**config.mk**
```make
export PLATFORM = sky130hd
export DESIGN_NAME = format_spec_parser_flat
export DESIGN_NICKNAME = d
export VERILOG_FILES = /design/src/design/fsp_pkg.sv /design/src/design/fsp_fmt_if.sv /design/src/design/fsp_spec_if.sv /design/src/design/format_spec_parser.sv /design/src/flat_wrapper.sv
export SDC_FILE = /design/constraint.sdc
export NUM_CORES = 1
export LEC_CHECK = 0
export BUFFER_PORTS_ARGS = -buffer_cell sky130_fd_sc_hd__clkbuf_2
export CORE_MARGIN = 4
export CORE_UTILIZATION = 60
export CTS_CLUSTER_DIAMETER = 40
export DETAILED_ROUTE_END_ITERATION = 12
export PLACE_DENSITY_LB_ADDON = 0.2
export SYNTH_ARGS = -nofsm -noshare
export SYNTH_HDL_FRONTEND = slang
export SYNTH_SLANG_ARGS = --single-unit
```
**constraint.sdc**
```tcl
create_clock -name clk -period 7.6 [get_ports clk]
set_input_delay 1.14 -clock clk [delete_from_list [all_inputs] [get_ports clk]]
set_output_delay 1.14 -clock clk [all_outputs]
set_load 0.005 [all_outputs]
```
**src/design/fsp_pkg.sv**
```systemverilog
// ----------------------------------------------------------------------------
// fsp_pkg
// Types and codes shared by the format specifier parser and its channels.
// ----------------------------------------------------------------------------
package fsp_pkg;

    localparam int unsigned ValueWidth = 32;
    localparam logic [ValueWidth-1:0] IntTop = 32'h7FFF_FFFF;
    localparam logic [ValueWidth-1:0] SatLimit = 32'd214748364;

    typedef enum logic [2:0] {
        PH_IDLE  = 3'd0,
        PH_FLAGS = 3'd1,
        PH_WDIG  = 3'd2,
        PH_WDONE = 3'd3,
        PH_DOT   = 3'd4,
        PH_PDIG  = 3'd5,
        PH_PDONE = 3'd6,
        PH_LEN   = 3'd7
    } phase_t;

    typedef enum logic [2:0] {
        LEN_NONE = 3'd0,
        LEN_H    = 3'd1,
        LEN_HH   = 3'd2,
        LEN_L    = 3'd3,
        LEN_LL   = 3'd4,
        LEN_BIGL = 3'd5
    } length_t;

    typedef enum logic [3:0] {
        SPEC_UNKNOWN = 4'd0,
        SPEC_PERCENT = 4'd1,
        SPEC_CHAR    = 4'd2,
        SPEC_STRING  = 4'd3,
        SPEC_POINTER = 4'd4,
        SPEC_BINARY  = 4'd5,
        SPEC_DEC     = 4'd6,
        SPEC_FLOAT   = 4'd7,
        SPEC_OCTAL   = 4'd8,
        SPEC_UNSIGN  = 4'd9,
        SPEC_HEX     = 4'd10,
        SPEC_HEXUP   = 4'd11
    } spec_t;

    typedef struct packed {
        logic [7:0]                   char_byte;
        logic signed [ValueWidth-1:0] arg_value;
    } fmt_beat_t;

    typedef struct packed {
        logic                         flag_left;
        logic                         flag_plus;
        logic                         flag_space;
        logic                         flag_zero;
        logic                         flag_alt;
        logic signed [ValueWidth-1:0] field_width;
        logic signed [ValueWidth-1:0] field_precision;
        logic [2:0]                   length_code;
        logic [3:0]                   spec_code;
    } spec_beat_t;

    function automatic spec_t spec_of(input logic [7:0] c);
        spec_t s;
        case (c)
            "%":     s = SPEC_PERCENT;
            "c":     s = SPEC_CHAR;
            "s":     s = SPEC_STRING;
            "p":     s = SPEC_POINTER;
            "b":     s = SPEC_BINARY;
            "d":     s = SPEC_DEC;
            "i":     s = SPEC_DEC;
            "f":     s = SPEC_FLOAT;
            "o":     s = SPEC_OCTAL;
            "u":     s = SPEC_UNSIGN;
            "x":     s = SPEC_HEX;
            "X":     s = SPEC_HEXUP;
            default: s = SPEC_UNKNOWN;
        endcase
        return s;
    endfunction

endpackage

```
**src/design/fsp_fmt_if.sv**
```systemverilog
// ----------------------------------------------------------------------------
// fsp_fmt_if
// Channel carrying format string bytes with their star arguments.
// ----------------------------------------------------------------------------
interface fsp_fmt_if;
    logic               valid;
    logic               ready;
    fsp_pkg::fmt_beat_t data;

    modport source (output valid, output data, input ready);
    modport sink (input valid, input data, output ready);
endinterface

```
**src/design/fsp_spec_if.sv**
```systemverilog
// ----------------------------------------------------------------------------
// fsp_spec_if
// Channel carrying one parsed conversion specification per beat.
// ----------------------------------------------------------------------------
interface fsp_spec_if;
    logic                valid;
    logic                ready;
    fsp_pkg::spec_beat_t data;

    modport source (output valid, output data, input ready);
    modport sink (input valid, input data, output ready);
endinterface

```
**src/design/format_spec_parser.sv**
```systemverilog
// ----------------------------------------------------------------------------
// format_spec_parser
// Parses printf style conversion specifications from a byte stream.
// ----------------------------------------------------------------------------
// A specification is registered onto spec in the cycle after its final byte.
// Throughput: one byte per cycle while the sink takes each specification; the
// parse state and digit accumulators update in a single step. A specification
// that the sink holds stalls the byte stream until it is taken.
// Reset: rst_n clears the output valid and returns the parser to idle
// with no flags, zero width, precision -1 and no length.
// ----------------------------------------------------------------------------
module format_spec_parser (
    input  logic              clk,
    input  logic              rst_n,
    fsp_fmt_if.sink           fmt,
    fsp_spec_if.source        spec
);

    fsp_pkg::phase_t                      phase_reg, phase_next;
    logic [4:0]                           flags_reg, flags_next;
    logic [fsp_pkg::ValueWidth-1:0]       width_reg, width_next;
    logic [fsp_pkg::ValueWidth-1:0]       prec_reg, prec_next;
    fsp_pkg::length_t                     len_reg, len_next;
    logic                                 out_valid_reg;
    fsp_pkg::spec_beat_t                  out_data_reg;

    logic                                 accept;
    logic                                 emit;
    logic [7:0]                           c;
    logic [fsp_pkg::ValueWidth-1:0]       arg;
    logic                                 is_digit;
    logic [3:0]                           digit;

    function automatic logic [fsp_pkg::ValueWidth-1:0] add_digit(
        input logic [fsp_pkg::ValueWidth-1:0] acc,
        input logic [3:0]                     d
    );
        logic [fsp_pkg::ValueWidth-1:0] r;
        if (acc > fsp_pkg::SatLimit || (acc == fsp_pkg::SatLimit && d > 4'd7))
        begin
            r = fsp_pkg::IntTop;
        end
        else
        begin
            r = (acc << 3) + (acc << 1) + {{(fsp_pkg::ValueWidth-4){1'b0}}, d};
        end
        return r;
    endfunction

    assign accept   = fmt.valid && fmt.ready;
    assign fmt.ready = !out_valid_reg || spec.ready;
    assign c        = fmt.data.char_byte;
    assign arg      = fmt.data.arg_value;
    assign is_digit = (c >= "0") && (c <= "9");
    assign digit    = 4'(c - "0");

    always_comb
    begin
        logic do_after_width;
        logic do_tail;
        phase_next     = phase_reg;
        flags_next     = flags_reg;
        width_next     = width_reg;
        prec_next      = prec_reg;
        len_next       = len_reg;
        emit           = 1'b0;
        do_after_width = 1'b0;
        do_tail        = 1'b0;

        case (phase_reg)
            fsp_pkg::PH_IDLE:
            begin
                if (c == "%")
                begin
                    flags_next = '0;
                    width_next = '0;
                    prec_next  = '1;
                    len_next   = fsp_pkg::LEN_NONE;
                    phase_next = fsp_pkg::PH_FLAGS;
                end
            end
            fsp_pkg::PH_FLAGS:
            begin
                if (c == "-")
                begin
                    flags_next[0] = 1'b1;
                end
                else if (c == "+")
                begin
                    flags_next[1] = 1'b1;
                end
                else if (c == " ")
                begin
                    flags_next[2] = 1'b1;
                end
                else if (c == "0")
                begin
                    flags_next[3] = 1'b1;
                end
                else if (c == "#")
                begin
                    flags_next[4] = 1'b1;
                end
                else if (is_digit)
                begin
                    width_next = {{(fsp_pkg::ValueWidth-4){1'b0}}, digit};
                    phase_next = fsp_pkg::PH_WDIG;
                end
                else if (c == "*")
                begin
                    width_next = arg;
                    phase_next = fsp_pkg::PH_WDONE;
                end
                else
                begin
                    do_after_width = 1'b1;
                end
            end
            fsp_pkg::PH_WDIG:
            begin
                if (is_digit)
                begin
                    width_next = add_digit(width_reg, digit);
                end
                else
                begin
                    do_after_width = 1'b1;
                end
            end
            fsp_pkg::PH_WDONE:
            begin
                do_after_width = 1'b1;
            end
            fsp_pkg::PH_DOT:
            begin
                if (c == "*")
                begin
                    prec_next  = arg;
                    phase_next = fsp_pkg::PH_PDONE;
                end
                else if (is_digit)
                begin
                    prec_next  = {{(fsp_pkg::ValueWidth-4){1'b0}}, digit};
                    phase_next = fsp_pkg::PH_PDIG;
                end
                else
                begin
                    do_tail = 1'b1;
                end
            end
            fsp_pkg::PH_PDIG:
            begin
                if (is_digit)
                begin
                    prec_next = add_digit(prec_reg, digit);
                end
                else
                begin
                    do_tail = 1'b1;
                end
            end
            fsp_pkg::PH_PDONE:
            begin
                do_tail = 1'b1;
            end
            fsp_pkg::PH_LEN:
            begin
                if (len_reg == fsp_pkg::LEN_H && c == "h")
                begin
                    len_next = fsp_pkg::LEN_HH;
                end
                else if (len_reg == fsp_pkg::LEN_L && c == "l")
                begin
                    len_next = fsp_pkg::LEN_LL;
                end
                else
                begin
                    emit = 1'b1;
                end
            end
            default:
            begin
                phase_next = fsp_pkg::PH_IDLE;
            end
        endcase

        if (do_after_width)
        begin
            if (c == ".")
            begin
                prec_next  = '0;
                phase_next = fsp_pkg::PH_DOT;
            end
            else
            begin
                do_tail = 1'b1;
            end
        end

        if (do_tail)
        begin
            if (c == "h")
            begin
                len_next   = fsp_pkg::LEN_H;
                phase_next = fsp_pkg::PH_LEN;
            end
            else if (c == "l")
            begin
                len_next   = fsp_pkg::LEN_L;
                phase_next = fsp_pkg::PH_LEN;
            end
            else if (c == "L")
            begin
                len_next   = fsp_pkg::LEN_BIGL;
                phase_next = fsp_pkg::PH_LEN;
            end
            else
            begin
                emit = 1'b1;
            end
        end

        if (emit)
        begin
            phase_next = fsp_pkg::PH_IDLE;
        end
    end

    always_ff @(posedge clk or negedge rst_n)
    begin
        if (!rst_n)
        begin
            phase_reg     <= fsp_pkg::PH_IDLE;
            flags_reg     <= '0;
            width_reg     <= '0;
            prec_reg      <= '1;
            len_reg       <= fsp_pkg::LEN_NONE;
            out_valid_reg <= 1'b0;
        end
        else
        begin
            if (accept)
            begin
                phase_reg <= phase_next;
                flags_reg <= flags_next;
                width_reg <= width_next;
                prec_reg  <= prec_next;
                len_reg   <= len_next;
            end
            if (accept && emit)
            begin
                out_valid_reg <= 1'b1;
            end
            else if (spec.ready)
            begin
                out_valid_reg <= 1'b0;
            end
        end
    end

    always_ff @(posedge clk)
    begin
        if (accept && emit)
        begin
            out_data_reg.flag_left       <= flags_reg[0];
            out_data_reg.flag_plus       <= flags_reg[1];
            out_data_reg.flag_space      <= flags_reg[2];
            out_data_reg.flag_zero       <= flags_reg[3];
            out_data_reg.flag_alt        <= flags_reg[4];
            out_data_reg.field_width     <= width_reg;
            out_data_reg.field_precision <= prec_reg;
            out_data_reg.length_code     <= len_reg;
            out_data_reg.spec_code       <= fsp_pkg::spec_of(c);
        end
    end

    assign spec.valid = out_valid_reg;
    assign spec.data  = out_data_reg;

    // A pending specification that the sink holds off stalls the byte stream.
    assert property (@(posedge clk) disable iff (!rst_n)
        (spec.valid && !spec.ready) |-> !fmt.ready)
        else $error("byte accepted while a specification is stalled");

    // Bytes outside a conversion never produce a specification.
    assert property (@(posedge clk) disable iff (!rst_n)
        (accept && phase_reg == fsp_pkg::PH_IDLE) |-> !emit)
        else $error("specification emitted outside a conversion");

    // Finishing a conversion presents it and returns the parser to idle.
    assert property (@(posedge clk) disable iff (!rst_n)
        (accept && emit) |=> (spec.valid && phase_reg == fsp_pkg::PH_IDLE))
        else $error("finished conversion not presented or parser not idle");

    // The length phase is only entered after a length letter.
    assert property (@(posedge clk) disable iff (!rst_n)
        (phase_reg == fsp_pkg::PH_LEN) |-> (len_reg != fsp_pkg::LEN_NONE))
        else $error("length phase without a length letter");

endmodule
```
**src/flat_wrapper.sv**
```systemverilog
// flat-port wrapper written by rule: the top's interface ports become plain ports
module format_spec_parser_flat 
  (clk, rst_n, fmt_valid, fmt_data, fmt_ready, spec_valid, spec_data, spec_ready);
  fsp_fmt_if fmt_i ();
  fsp_spec_if spec_i ();
  input  logic clk;
  input  logic rst_n;
  input wire logic [$bits(fmt_i.valid)-1:0] fmt_valid;
  input wire logic [$bits(fmt_i.data)-1:0] fmt_data;
  output wire logic [$bits(fmt_i.ready)-1:0] fmt_ready;
  output wire logic [$bits(spec_i.valid)-1:0] spec_valid;
  output wire logic [$bits(spec_i.data)-1:0] spec_data;
  input wire logic [$bits(spec_i.ready)-1:0] spec_ready;
  assign fmt_i.valid = fmt_valid;
  assign fmt_i.data = fmt_data;
  assign fmt_ready = fmt_i.ready;
  assign spec_valid = spec_i.valid;
  assign spec_data = spec_i.data;
  assign spec_i.ready = spec_ready;
  format_spec_parser u_core (.clk(clk), .rst_n(rst_n), .fmt(fmt_i), .spec(spec_i));
endmodule
```
==> out/results.tsv <==
stage	metric	value	unit
status	outcome	completed	
sta	fin_crit_sh	60.5	%
worst_setup_path	worst-path-max-fanout	46	
clocking	clkSinkCount	152	
floorplan	die_y	144	µm
route	ant_nets	0	
synth	synth.avg_cell_area	9.02	µm²
cells_and_area	fin_nets	1485	
place	hpwl	23000	µm
sta	fmax	0.218	GHz
floorplan	fp.dieArea	20800	µm²
worst_setup_path	end_kind	flip-flop	
synth	synth_ff_type	edfxtp_1	
sta	worst_pin_slew	1.07	ns
sta	setup_tns	0	ns
route	drt-total-wl	31700	µm
cells_and_area	diodes	0	
route	first_pass_iters	6	
cells_and_area	largest_register_ffs	76	
cells_and_area	drive_gt1_share	16.3	%
clocking	holdBufCountCts	0	
clocking	cts_setup_buffers	0	
flow_run	drv_cap	0	
route	vias_per_cell	6.60	
route	wl_per_cell	20.3	µm
global_route	antenna_found_initial	0	
sta	max_slew_margin	27.8	%
clocking	cts_resized	0	
clocking	cts_root_buffer	clkbuf_16	
place	place.gp.congestion	0.932	
floorplan	std_cell_rows	49	
sta	fin_crit	4.59	ns
clocking	cts_tree	yes	
synth	syn_nets	1398	
synth	synth_top_area_share	20.5	%
global_route	grt_use_total	30.9	%
synth	ys_async_sr_fraction	50.0	%
clocking	cts_inserted_buffers	17	
sta	finalHoldViolCount	0	
cells_and_area	final_common_cell	a21oi_1	
worst_setup_path	crit_type	in -> reg	
synth	synth_edf_count	76	
cells_and_area	syn_to_final_growth	11.6	%
synth	yosysUniqueCellTypes	73	
cells_and_area	postLayoutCoreUtil	68.7	%
synth	seq_area_frac_synth	37.9	%
synth	synthCells	1234	
cells_and_area	fill_cells	1440	
floorplan	io_pins	122	
floorplan	core_region_area	18100	µm²
global_route	grt_pass1_vias	9790	
synth	synth_largest_area_cell	edfxtp_1	
synth	synth_seq_cells	152	
floorplan	start_util	61.6	%
clocking	cts_max_level	4	
place	port_buffers	121	
sta	drv_slew	0	
global_route	grt_start_max_net_pins	77	
synth	netlist_area	11100	µm²
synth	yosysWarnings	0	
route	dr.first_iter.drc_count	954	
worst_setup_path	crit_required	7.67	ns
floorplan	dieWidth	144	µm
worst_setup_path	arrival	4.66	ns
sta	rsz0062_at_grt	false	
worst_setup_path	rrSetupSlack	3.43	ns
clocking	clk_pin_slew_worst_paths	0.06	ns
global_route	grt_pass1_wl	50600	µm
sta	fin_worst_skew	0.00823	ns
cells_and_area	layout_common_cells	a21oi_1 (145), nor2_1 (121), clkbuf_2 (120), ha_1 (116), nand2_1 (112)	
clocking	clock_path_buffers	2	
route	vias	10300	
clocking	insertion_delay	0.44	ns
worst_setup_path	startpoint_type	input pin	
sta	finalSetupViolCount	0	
route	remaining_drc_errors	0	
hold_path	hold_class	reg -> reg	
global_route	overflow	0	
synth	yosys-top-cells-area	edfxtp_1 (20%), ha_1 (13%), dfrtp_1 (9.9%), dfstp_2 (7.6%), a21oi_1 (6.5%)	
-- final timing paths --
path,start,endpoint,depth (start not counted)
worst min register to register,u_core.flags_reg[0]$_DFFE_PN0P_,u_core.spec.data[75]$_DFFE_PP_,0
worst max register to register,u_core.phase_reg[0]$_DFFE_PN0P_,u_core.spec.data[52]$_DFFE_PP_,7
worst min-delay path,u_core.flags_reg[0]$_DFFE_PN0P_,u_core.spec.data[75]$_DFFE_PP_,0
worst max-delay path,fmt_data[35],u_core.spec.data[52]$_DFFE_PP_,11
max in group asynchronous,rst_n,u_core.width_reg[10]$_DFFE_PN0P_,1
min in group asynchronous,rst_n,u_core.width_reg[28]$_DFFE_PN0P_,1
-- synthesized netlist by cell type, drive strengths merged, types with 5 or more instances --
cell    count
nor4       10
o211ai      9
nand3      32
buf        13
a21o       26
o221ai      5
clkbuf     49
xnor2      28
dfstp      32
and3        9
a21oi     146
nor3       28
a31oi      33
and2       10
o31ai      10
inv        18
nand2b      8
a211oi      8
xor2       21
nor2b      13
a311oi      5
nor2      125
ha        116
o22ai       6
a221oi     26
a31o        5
nand4      15
edfxtp     76
o21bai      6
dfrtp      44
o21a       10
or3         8
o21ai     111
nand2     112
nor3b       6
-- critical path, cell delays in order --
cell and delay, ns:
clkbuf_2 0.43, o21ai_0 0.21, nand3_1 0.60, o21ai_0 0.15, nand2_1 0.10, nand3_1 0.07, o21ai_0 0.13, a31o_2 0.19
a21oi_1 0.17, nor2_4 0.78, buf_4 0.62
-- stage by stage --
stage | instances | area (µm²) | hold WS, ns | setup WS [ns]
6_report | 1563 | 12400 | 0.466 | 3.01
5_1_grt | 1563 | 12400 | 0.490 | 2.60
4_1_cts | 1563 | 12400 | 0.466 | 2.98
3_5_place_dp | 1531 | 11900 | 0.452 | 2.55
3_3_place_gp | 1531 | 11900 | 0.436 | 2.66
2_1_floorplan | 1234 | 11100 | 0.419 | 1.40
-- kinds of logic (layout without fill, tap and decap cells) --
| family | after synthesis | count (layout) | synth area share, % |
|---|---|---|---|
| DFF | 152 | 152 | 37.9 |
| xor gates and xnor gates | 49 | 49 | 3.85 |
| adders and majority gates | 120 | 120 | 13.8 |
| muxes | 4 | 4 | 0.360 |
| and+or+nand+nor | 385 | 385 | 16.0 |
| buffers and inverters | 80 | 180 | 2.80 |
| AOI/OAI and AO/OA | 444 | 444 | 25.3 |
-- layout make-up --
cell class | count | area (µm²) | area share (%)
tap | 229 | 287 | 2.31
sequential | 152 | 4220 | 34.0
multi-input combinational | 1002 | 6620 | 53.3
inverter | 18 | 67.6 | 0.544
timing repair buffer | 130 | 676 | 5.44
clock inverter | 13 | 120 | 0.967
clock buffer | 19 | 433 | 3.48
-- metal layers --
layer / track usage [%] / vias to the layer above / part of all wire, %
met4: 12.1 / 0 / 3.4
li1: - / 4856 / -
met1: 40.9 / 4867 / 41
met3: 6.18 / 94 / 8.9
met2: 50.2 / 499 / 47
met5: 0 / - / 0
Power is not shown: default switching activity piles up to over one toggle a cycle in this logic, so the estimate is an artifact.
